File: src/rtl/core/alrc_pkg.sv
`timescale 1ns / 1ps

package alrc_pkg;

  // ASCII codes that the calculator recognizes.
  localparam logic [7:0] CHAR_0     = 8'h30;
  localparam logic [7:0] CHAR_9     = 8'h39;
  localparam logic [7:0] CHAR_PLUS  = 8'h2B;
  localparam logic [7:0] CHAR_MINUS = 8'h2D;
  localparam logic [7:0] CHAR_STAR  = 8'h2A;
  localparam logic [7:0] CHAR_SLASH = 8'h2F;

  localparam int unsigned VALUE_BITS = 32;

endpackage

File: src/rtl/core/ascii_left_to_right_calculator_core.sv
`timescale 1ns / 1ps

// Channel | Direction | Handshake              | Payload
// input   | in        | in_valid_i, in_stall_o  | char_code_i[7:0], end_of_expr_i
// result  | out       | out_valid_o, out_stall_i| value_o[31:0] (signed), div_zero_o
//
// A digit, or an operator with no number pending, is accepted in the idle state.
// Closing a number with + or - runs the execute step, with * also the multiply
// steps and with / the divide steps; the shared adder steps one bit per cycle.
// A final character adds the emit step, which loads the result register.
// Reset clears all state; the result register holds while out_stall_i is high,
// and a new final result waits until the previous one has been transferred.

module ascii_left_to_right_calculator_core
  import alrc_pkg::*;
#(
  parameter int unsigned WORD_BITS = 32
) (
  input  logic                         clk_i,
  input  logic                         rst_ni,
  input  logic                         in_valid_i,
  output logic                         in_stall_o,
  input  logic [7:0]                   char_code_i,
  input  logic                         end_of_expr_i,
  output logic                         out_valid_o,
  input  logic                         out_stall_i,
  output logic signed [VALUE_BITS-1:0] value_o,
  output logic                         div_zero_o
);

  localparam int unsigned CntBits = $clog2(WORD_BITS + 1);

  typedef enum logic [2:0] {
    ST_IDLE,
    ST_EXEC,
    ST_MUL,
    ST_DIV,
    ST_NEG,
    ST_EMIT
  } state_e;

  state_e                 state_q;
  logic [WORD_BITS-1:0]   acc_q;
  logic [WORD_BITS-1:0]   number_q;
  logic [7:0]             pending_q;
  logic                   have_q;
  logic                   dz_q;
  logic                   last_q;
  logic [7:0]             op_q;
  logic [WORD_BITS-1:0]   b_q;
  logic [WORD_BITS-1:0]   mcand_q;
  logic [WORD_BITS-1:0]   work_q;   // multiplier bits, or dividend bits
  logic [WORD_BITS-1:0]   part_q;   // running product, or remainder
  logic                   neg_q;
  logic [CntBits-1:0]     cnt_q;
  logic                   out_valid_q;
  logic signed [VALUE_BITS-1:0] value_q;
  logic                   div_zero_q;

  logic                   in_xfer;
  logic                   is_digit;
  logic [3:0]             digit;
  logic [WORD_BITS-1:0]   number_next;
  logic [WORD_BITS-1:0]   alu_a;
  logic [WORD_BITS-1:0]   alu_b;
  logic                   alu_cin;
  logic [WORD_BITS:0]     alu_sum;
  logic                   div_ge;
  logic [WORD_BITS-1:0]   div_shift;
  logic [WORD_BITS-1:0]   acc_mag;
  logic [WORD_BITS-1:0]   b_mag;
  logic                   emit_ok;
  state_e                 done_state;

  assign in_stall_o  = (state_q != ST_IDLE);
  assign in_xfer     = in_valid_i && !in_stall_o;
  assign out_valid_o = out_valid_q;
  assign value_o     = value_q;
  assign div_zero_o  = div_zero_q;

  assign is_digit    = char_code_i inside {[CHAR_0:CHAR_9]};
  assign digit       = 4'(char_code_i - CHAR_0);
  assign number_next = (number_q << 3) + (number_q << 1) + WORD_BITS'(digit);

  assign div_shift   = {part_q[WORD_BITS-2:0], work_q[WORD_BITS-1]};
  assign acc_mag     = acc_q[WORD_BITS-1] ? (~acc_q + 1'b1) : acc_q;
  assign b_mag       = b_q[WORD_BITS-1] ? (~b_q + 1'b1) : b_q;
  assign emit_ok     = !out_valid_q || !out_stall_i;
  assign done_state  = last_q ? ST_EMIT : ST_IDLE;

  // The adder shared by the add, subtract, multiply, divide and negate steps.
  always_comb begin
    alu_a   = acc_q;
    alu_b   = b_q;
    alu_cin = 1'b0;
    case (state_q)
      ST_EXEC: begin
        if (op_q == CHAR_MINUS) begin
          alu_b   = ~b_q;
          alu_cin = 1'b1;
        end
      end
      ST_MUL: begin
        alu_a = part_q;
        alu_b = work_q[0] ? mcand_q : '0;
      end
      ST_DIV: begin
        alu_a   = div_shift;
        alu_b   = ~mcand_q;
        alu_cin = 1'b1;
      end
      ST_NEG: begin
        alu_a   = '0;
        alu_b   = ~acc_q;
        alu_cin = 1'b1;
      end
      default: begin
        alu_a = acc_q;
      end
    endcase
  end

  assign alu_sum = {1'b0, alu_a} + {1'b0, alu_b} + (WORD_BITS + 1)'(alu_cin);
  assign div_ge  = alu_sum[WORD_BITS];

  always_ff @(posedge clk_i or negedge rst_ni) begin
    if (!rst_ni) begin
      state_q     <= ST_IDLE;
      acc_q       <= '0;
      number_q    <= '0;
      pending_q   <= CHAR_PLUS;
      have_q      <= 1'b0;
      dz_q        <= 1'b0;
      last_q      <= 1'b0;
      op_q        <= CHAR_PLUS;
      b_q         <= '0;
      mcand_q     <= '0;
      work_q      <= '0;
      part_q      <= '0;
      neg_q       <= 1'b0;
      cnt_q       <= '0;
      out_valid_q <= 1'b0;
      value_q     <= '0;
      div_zero_q  <= 1'b0;
    end else begin
      // The emit step reloads the result register itself.
      if (out_valid_q && !out_stall_i && state_q != ST_EMIT) begin
        out_valid_q <= 1'b0;
      end
      case (state_q)
        ST_IDLE: begin
          if (in_xfer) begin
            last_q <= end_of_expr_i;
            op_q   <= pending_q;
            if (is_digit) begin
              number_q <= number_next;
              have_q   <= 1'b1;
              b_q      <= number_next;
              if (end_of_expr_i) begin
                state_q <= ST_EXEC;
              end
            end else begin
              pending_q <= char_code_i;
              b_q       <= number_q;
              if (have_q) begin
                state_q <= ST_EXEC;
              end else if (end_of_expr_i) begin
                state_q <= ST_EMIT;
              end
            end
          end
        end
        ST_EXEC: begin
          number_q <= '0;
          have_q   <= 1'b0;
          cnt_q    <= CntBits'(WORD_BITS);
          state_q  <= done_state;
          case (op_q)
            CHAR_PLUS, CHAR_MINUS: begin
              acc_q <= alu_sum[WORD_BITS-1:0];
            end
            CHAR_STAR: begin
              mcand_q <= acc_q;
              work_q  <= b_q;
              part_q  <= '0;
              state_q <= ST_MUL;
            end
            CHAR_SLASH: begin
              if (b_q == '0) begin
                acc_q <= '0;
                dz_q  <= 1'b1;
              end else begin
                mcand_q <= b_mag;
                work_q  <= acc_mag;
                part_q  <= '0;
                neg_q   <= acc_q[WORD_BITS-1] ^ b_q[WORD_BITS-1];
                state_q <= ST_DIV;
              end
            end
            default: begin
              acc_q <= '0;
            end
          endcase
        end
        ST_MUL: begin
          part_q  <= alu_sum[WORD_BITS-1:0];
          mcand_q <= mcand_q << 1;
          work_q  <= work_q >> 1;
          cnt_q   <= cnt_q - 1'b1;
          if (cnt_q == CntBits'(1)) begin
            acc_q   <= alu_sum[WORD_BITS-1:0];
            state_q <= done_state;
          end
        end
        ST_DIV: begin
          // Restoring division: keep the trial difference when it did not borrow.
          part_q <= div_ge ? alu_sum[WORD_BITS-1:0] : div_shift;
          work_q <= {work_q[WORD_BITS-2:0], div_ge};
          cnt_q  <= cnt_q - 1'b1;
          if (cnt_q == CntBits'(1)) begin
            acc_q   <= {work_q[WORD_BITS-2:0], div_ge};
            state_q <= neg_q ? ST_NEG : done_state;
          end
        end
        ST_NEG: begin
          acc_q   <= alu_sum[WORD_BITS-1:0];
          state_q <= done_state;
        end
        ST_EMIT: begin
          if (emit_ok) begin
            out_valid_q <= 1'b1;
            value_q     <= VALUE_BITS'($signed(acc_q));
            div_zero_q  <= dz_q;
            acc_q       <= '0;
            number_q    <= '0;
            pending_q   <= CHAR_PLUS;
            have_q      <= 1'b0;
            dz_q        <= 1'b0;
            last_q      <= 1'b0;
            state_q     <= ST_IDLE;
          end
        end
        default: begin
          state_q <= ST_IDLE;
        end
      endcase
    end
  end

`ifndef ASSERT_OFF
  a_load_from_emit: assert property (@(posedge clk_i) disable iff (!rst_ni)
    $rose(out_valid_q) |-> $past(state_q) == ST_EMIT)
    else $error("result register loaded outside the emit step");

  a_busy_after_last: assert property (@(posedge clk_i) disable iff (!rst_ni)
    (in_xfer && end_of_expr_i) |=> in_stall_o)
    else $error("final character did not start result processing");

  a_state_cleared: assert property (@(posedge clk_i) disable iff (!rst_ni)
    (state_q == ST_EMIT && emit_ok) |=>
      (!have_q && !dz_q && acc_q == '0 && pending_q == CHAR_PLUS))
    else $error("expression state not cleared after a result");

  a_count_live: assert property (@(posedge clk_i) disable iff (!rst_ni)
    (state_q == ST_MUL || state_q == ST_DIV) |-> cnt_q != '0)
    else $error("bit counter empty during an iterative step");
`endif

endmodule

File: config.mk
export PLATFORM = sky130hd
export DESIGN_NAME = ascii_left_to_right_calculator_core
export DESIGN_NICKNAME = d
export VERILOG_FILES = /design/src/rtl/core/alrc_pkg.sv /design/src/rtl/core/ascii_left_to_right_calculator_core.sv
export SDC_FILE = /design/constraint.sdc
export NUM_CORES = 1
export LEC_CHECK = 0
export ABC_AREA = 0
export BUFFER_PORTS_ARGS = -buffer_cell sky130_fd_sc_hd__buf_4
export CORE_MARGIN = 2
export CORE_UTILIZATION = 30
export CTS_CLUSTER_DIAMETER = 120
export CTS_CLUSTER_SIZE = 16
export DETAILED_ROUTE_END_ITERATION = 16
export PLACE_DENSITY = 0.4
export SKIP_CTS_REPAIR_TIMING = 1
export SLEW_MARGIN = 10
export SYNTH_ARGS = -nofsm -noshare
export SYNTH_HDL_FRONTEND = slang
export SYNTH_SLANG_ARGS = --single-unit
File: constraint.sdc
create_clock -name clk_i -period 7.2 [get_ports clk_i]
set_input_delay 0.36 -clock clk_i [delete_from_list [all_inputs] [get_ports clk_i]]
set_output_delay 0.36 -clock clk_i [all_outputs]
set_load 0.01 [all_outputs]
# Word level (Yosys, flattened, before mapping)
# Cells that the tools add are included.
[word_totals]
inputBits = 13
wordCells = 147
regBits = 255
output_inout_bits = 35
[op_classes]
n_eq_ne = 25
n_bitwise = 5
n_mux = 57
addsub = 8
order_cmp = 2
reduce_logical = 33
[ops]
columns = ["cell", "count"]
rows = [
  ["one-hot mux 32 bit (3 select lines)", 5],
  ["2-to-1 mux 32 bit", 14],
  ["one-hot mux 32 bit (2 select lines)", 4],
  ["one-hot mux 32 bit (5 select lines)", 1],
  ["one-hot mux 32 bit (4 select lines)", 1],
  ["NOT 32 bit", 3],
  ["adder 32 x 1 -> 32 bit (second input constant)", 2],
  ["adder 32 x 32 -> 33 bit", 1],
  ["adder 33 x 1 -> 33 bit", 1],
  ["2-to-1 mux 3 bit", 11],
  ["adder 32 bit", 1],
  ["adder 32 x 4 -> 32 bit", 1],
  ["equality test 8 x 6 -> 1 bit (second input constant)", 4],
  ["zero test 32 bit", 1],
  ["2-to-1 mux 8 bit", 3],
  ["!= test 2 bit (second input constant)", 9],
  ["one-hot mux 3 bit (6 select lines)", 1],
  ["one-hot mux 8 bit (2 select lines)", 1],
  ["!= test 3 bit (second input constant)", 5],
  ["AND reduction 3 bit", 5],
  ["one-hot mux 6 bit (2 select lines)", 1],
  ["AND reduction 4 bit", 3],
  ["AND reduction 6 bit", 2],
  ["2-to-1 mux 1 bit", 10],
  ["23 further kinds", 40],
]

# Depth between registers and ports, before layout
[depth]
ltp_word = 7
mapped_depth = 23
mapped_depth_nobuf = 19

# Worst setup path after synthesis
# Ideal clock, no wire load.
[synth_timing]
path_kind = "register -> register"
from = "reg op_q[5]"
to = "reg part_q[10]"
setup_ns = 0.133
path_stages_with_launch = 21
t_required_ns = 7.067
slack_ns = 2.070
t_arrival_ns = 4.997
period_less_slack_ns = 5.130
path_buffers = 4
path_cell_list = "dfstp_2 nor4b_1 and3_1 nand3_1 and3_1 clkbuf_1 clkbuf_1 a211o_1 fa_1 fa_1 a211oi_1 o21ai_0 a31oi_1 o31ai_1 o211ai_1 or3_1 nand3_1 buf_2 buf_1 mux2i_1 o21ai_0"
[synth_via]
elab_chain_len = 7
word_cells_on_any_way = 15
classes_between = "add/sub: 2; eq/ne: 5; mux: 7; reduce/logical: 1"
[synth_rtl]
columns = ["element", "line_no", "source"]
rows = [
  ["start, declared", "ascii_left_to_right_calculator_core.sv:49", "logic [7:0] op_q;"],
  ["start signal, assigned", "ascii_left_to_right_calculator_core.sv:154", "op_q <= pending_q;"],
  ["equality test 8 x 6 -> 1 bit", "ascii_left_to_right_calculator_core.sv:98", "if (op_q == CHAR_MINUS) begin"],
  ["2-to-1 mux 32 bit", "ascii_left_to_right_calculator_core.sv:98", ""],
  ["one-hot mux 32 bit (4 select lines)", "ascii_left_to_right_calculator_core.sv:96", "case (state_q)"],
  ["adder 32 x 32 -> 33 bit", "ascii_left_to_right_calculator_core.sv:123", "assign alu_sum = {1'b0, alu_a} + {1'b0, alu_b} + (WORD_BITS + 1)'(alu_cin);"],
  ["adder 33 x 1 -> 33 bit", "ascii_left_to_right_calculator_core.sv:123", ""],
  ["2-to-1 mux 32 bit", "ascii_left_to_right_calculator_core.sv:217", "part_q <= div_ge ? alu_sum[WORD_BITS-1:0] : div_shift;"],
  ["one-hot mux 32 bit (3 select lines)", "ascii_left_to_right_calculator_core.sv:150", "case (state_q)"],
  ["end signal, assigned", "ascii_left_to_right_calculator_core.sv:206", "part_q <= alu_sum[WORD_BITS-1:0];"],
  ["end signal, assigned", "ascii_left_to_right_calculator_core.sv:217", ""],
  ["end, declared", "ascii_left_to_right_calculator_core.sv:53", "logic [WORD_BITS-1:0] part_q;"],
]
# Several ways; a longest one is shown, not always the timed one.
# A chain may end at the register's enable or synchronous reset.

# Worst setup path after layout
[layout_timing]
from = "reg state_q[2]"
to = "reg work_q[0]"
[layout_via]
elab_chain_len = 5
word_cells_on_any_way = 15
classes_between = "add/sub: 2; eq/ne: 6; mux: 4; reduce/logical: 3"
[layout_rtl]
columns = ["element", "line_no", "source"]
rows = [
  ["start, declared", "ascii_left_to_right_calculator_core.sv:42", "state_e state_q;"],
  ["start signal, assigned", "ascii_left_to_right_calculator_core.sv:177", "state_q <= done_state;"],
  ["start signal, assigned", "ascii_left_to_right_calculator_core.sv:212", "state_q <= done_state;"],
  ["start signal, assigned", "ascii_left_to_right_calculator_core.sv:222", "state_q <= neg_q ? ST_NEG : done_state;"],
  ["equality test 3 bit, or another cell as far along", "ascii_left_to_right_calculator_core.sv:96", ""],
  ["one-hot mux 32 bit (4 select lines), or another cell as far along", "ascii_left_to_right_calculator_core.sv:96", ""],
  ["adder 32 x 32 -> 33 bit / one-hot mux 1 bit (2 select lines) (equally long branches)", "ascii_left_to_right_calculator_core.sv:123, ascii_left_to_right_calculator_core.sv:96", ""],
  ["adder 33 x 1 -> 33 bit", "ascii_left_to_right_calculator_core.sv:123", ""],
  ["one-hot mux 32 bit (3 select lines)", "ascii_left_to_right_calculator_core.sv:150", ""],
  ["end signal, assigned", "ascii_left_to_right_calculator_core.sv:184", "work_q <= b_q;"],
  ["end signal, assigned", "ascii_left_to_right_calculator_core.sv:194", "work_q <= acc_mag;"],
  ["end signal, assigned", "ascii_left_to_right_calculator_core.sv:208", "work_q <= work_q >> 1;"],
  ["end, declared", "ascii_left_to_right_calculator_core.sv:52", "logic [WORD_BITS-1:0] work_q;"],
]
# Several ways; a longest one is shown, not always the timed one.

==> flow_metrics.env <==
export IMPL_ir_drop_uv=191
export IMPL_dieArea_sq_um=63000
export IMPL_async_flop_share_pct=100
export IMPL_cts_max_level=1
export IMPL_rows=90
export IMPL_numCtsBuffers=20
export IMPL_syn_num_nets=2295
export IMPL_worstPathRequired_ns=7.60
export IMPL_synth_edf_count=0
export IMPL_drt_pass1_iterations=6
export IMPL_p_per_area_nw_per_um2=133
export IMPL_maxSlewHeadroom_pct=16.3
export IMPL_crit_arrival_ns=6.64
export IMPL_min_path_type="in -> reg"
export IMPL_final_common_cell="nand2_1"
export IMPL_p_leak_nw=8.63
export IMPL_rsz0062_at_grt="false"
export IMPL_stdcell_count=2896
export IMPL_diodes=0
export IMPL_finalPower_mw=2.64
export IMPL_ios=48
export IMPL_multiInputGateArea_sq_um=11100
export IMPL_gp_congestion=0.896
export IMPL_clk_pin_slew_ns=0.09
export IMPL_placedCellCount=2865
export IMPL_end_kind="flip-flop"
export IMPL_clock_latency_ns=0.55
export IMPL_ys_flop_type="dfrtp_1"
export IMPL_maxCapViolCount=0
export IMPL_grt_max_degree=146
export IMPL_cts_tree="done"
export IMPL_start_util_pct=30.3
export IMPL_ys_seq_area_share_pct=34.9
export IMPL_worstSetupStartpointType="flip-flop"
export IMPL_layout_common_cells="308 x nand2_1, 246 x dfrtp_1, 225 x o21ai_0"
export IMPL_io_buffers=47
export IMPL_dr_first_iter_drc_count=1495
export IMPL_syn_area_per_cell_sq_um=8.39
export IMPL_ys_warn_count=0
export IMPL_cp_max_fo=33
export IMPL_antenna_left=0
export IMPL_mappedNetlistArea_sq_um=18300
export IMPL_min_period_over_period_pct=86.7
export IMPL_cts_buffer_depth=3
export IMPL_die_h_um=251
export IMPL_setup_tns_final_ns=0
export IMPL_area_growth_pct=8.33
export IMPL_skew_ns=0.0324
export IMPL_root_buffer="clkbuf_16"
export IMPL_placed_area_sq_um=19200
export IMPL_grt_util_all_layers_pct=21.0
export IMPL_hold_viol_final=0
export IMPL_outcome="finished clean"
export IMPL_routed_via_count=16291
export IMPL_dp_hpwl_um=46400
export IMPL_routedWlPerCell_um=23.2
export IMPL_layout_drive_gt1_share_pct=9.65
export IMPL_clock_sinks=255
export IMPL_grt_first_pass_wirelength_um=103000
export IMPL_drcViolationCount=0
export IMPL_ys_ff_latch=255
export IMPL_synth_distinct_cells=75
export IMPL_period_needed_ns=6.24
export IMPL_grt_pass1_vias=15725
export IMPL_design_area_sq_um=19800
export IMPL_post_drt_via_cell_ratio=5.63
export IMPL_seq_area_sq_um=6390
export IMPL_setup_viol_count_final=0
export IMPL_tightest_slew_ns=1.25
export IMPL_die_x_um=251
export IMPL_fillers=6338
export IMPL_antenna_found_initial=0
export IMPL_worstSetupPathType="reg -> reg"
export IMPL_wirelength_um=67100
export IMPL_grt_overflow=0
export IMPL_nNetsFinal=2218
export IMPL_timing_fmax_mhz=160
export IMPL_syn_inst=2183
export IMPL_slew_violations=0
export IMPL_fp_coreArea_sq_um=60400
[path summary, 6_finish.rpt]
check,startpoint,to,slack [ns],cells past startpoint
setup / recovery,state_q[2]$_DFFE_PN0P_,work_q[0]$_DFFE_PN0P_,0.96,20
hold / removal,char_code_i[0],number_q[0]$_DFFE_PN0P_,0.07,3
setup reg to reg,state_q[2]$_DFFE_PN0P_,work_q[0]$_DFFE_PN0P_,0.96,20
hold reg to reg,pending_q[3]$_DFFE_PN1P_,pending_q[3]$_DFFE_PN1P_,0.48,2
max in group asynchronous,rst_ni,state_q[0]$_DFFE_PN0P_,5.17,3
min in group asynchronous,rst_ni,acc_q[12]$_DFFE_PN0P_,0.50,2
[final cells by class]
| cell class | instances | area share [%] |
|---|---|---|
| Clock buffer | 26 | 2.74 |
| Clock inverter | 4 | 0.252 |
| Inverter | 44 | 0.833 |
| Multi-Input combinational cell | 1703 | 55.8 |
| Sequential cell | 255 | 32.2 |
| Tap cell | 782 | 4.93 |
| Timing Repair Buffer | 82 | 3.22 |
[cells in the mapped netlist (7+ instances only)]
master / number / area [sq um]
buf_2: 17 / 85.1
a221o_1: 15 / 150
inv_1: 42 / 158
a31oi_1: 8 / 50.1
o21bai_1: 13 / 97.6
mux2i_1: 55 / 551
dfstp_2: 8 / 210
o21ai_1: 16 / 80.1
o32a_1: 8 / 80.1
o21ai_0: 226 / 1130
o41ai_1: 7 / 61.3
dfrtp_1: 247 / 6180
o22ai_1: 36 / 225
o31ai_1: 19 / 143
nand4_1: 9 / 56.3
nor3_1: 14 / 70.1
a221oi_1: 8 / 70.1
a211o_1: 33 / 289
nand2_1: 310 / 1160
or3_1: 12 / 75.1
a22oi_1: 24 / 180
nand3_1: 42 / 210
a211oi_1: 42 / 315
nor2_1: 199 / 747
a21o_1: 28 / 210
xnor2_1: 54 / 473
a21oi_1: 161 / 806
o211ai_1: 9 / 67.6
a221oi_2: 25 / 375
xor2_1: 67 / 587
ha_1: 95 / 1190
nor4_1: 8 / 50.1
a222oi_1: 9 / 90.1
o221ai_1: 33 / 289
buf_1: 9 / 33.8
clkbuf_1: 147 / 552
mux2_2: 33 / 372
[per-layer routing]
layer | wire length [um] | up-vias | global-route usage (%)
li1 | - | 7769 | -
met1 | 32100 | 8043 | 30.5
met2 | 30500 | 418 | 33.9
met3 | 2900 | 61 | 1.96
met4 | 1470 | 0 | 4.68
met5 | 0 | - | 0
[worst max-delay path, stage by stage (launching register included)]
cell and delay [ns]:
dfrtp_1 0.58, inv_2 0.19, nand2_1 0.11, buf_4 0.21, nor2_1 0.06, nand3_1 0.14, buf_4 0.39, nor2_1 0.07
a211o_1 0.26, fa_1 0.47, fa_1 0.47, a211oi_1 0.35, o21ai_0 0.23, a31oi_1 0.44, o31ai_1 0.23, o211ai_1 0.28
or3_1 0.20, nand3_1 0.59, nand3_1 0.54, o22a_1 0.21, o21ai_1 0.06
[report_power, final]
part / internal (mW) / switching (mW)
clock: 0.569 / 0.594
combinational: 0.00823 / 0.0379
sequential: 1.43 / 0.0000000000000000585
total: 2.01 / 0.632
[cell families (layout without fill, tap and decap cells)]
logic type | count (synthesis) | count (layout) | share of synthesized area (%)
AOI/OAI and AO/OA | 756 | 756 | 27.6
muxes | 88 | 88 | 5.04
and+or+nand+nor | 639 | 639 | 14.8
adders and majority gates | 99 | 99 | 6.93
xor gates and xnor gates | 121 | 121 | 5.79
DFF | 255 | 255 | 34.9
buffers and inverters | 225 | 156 | 4.96
[flip-flops by register name, summed over array words and instances (netlist names)]
register	cells
cnt_q	6
mcand_q	32
state_q	3
pending_q	8
neg_q	1
number_q	32
op_q	8
part_q	32
work_q	32
b_q	32
dz_q	1
div_zero_o	1
value_o	32
acc_q	32
out_valid_o	1
have_q	1
last_q	1
[metrics by stage]
step | worst slack [ns] | util (%) | hold WS, ns
after floorplan | 2.07 | - | 0.0644
after global placement | 1.05 | 31.9 | 0.460
after detailed placement | 0.939 | 31.9 | 0.467
after CTS | 0.924 | 32.8 | -0.0777
after global routing | 0.455 | 32.9 | 0.0724
final | 0.961 | 32.9 | 0.0718
Note: power is estimated with default switching activity, not from simulation.
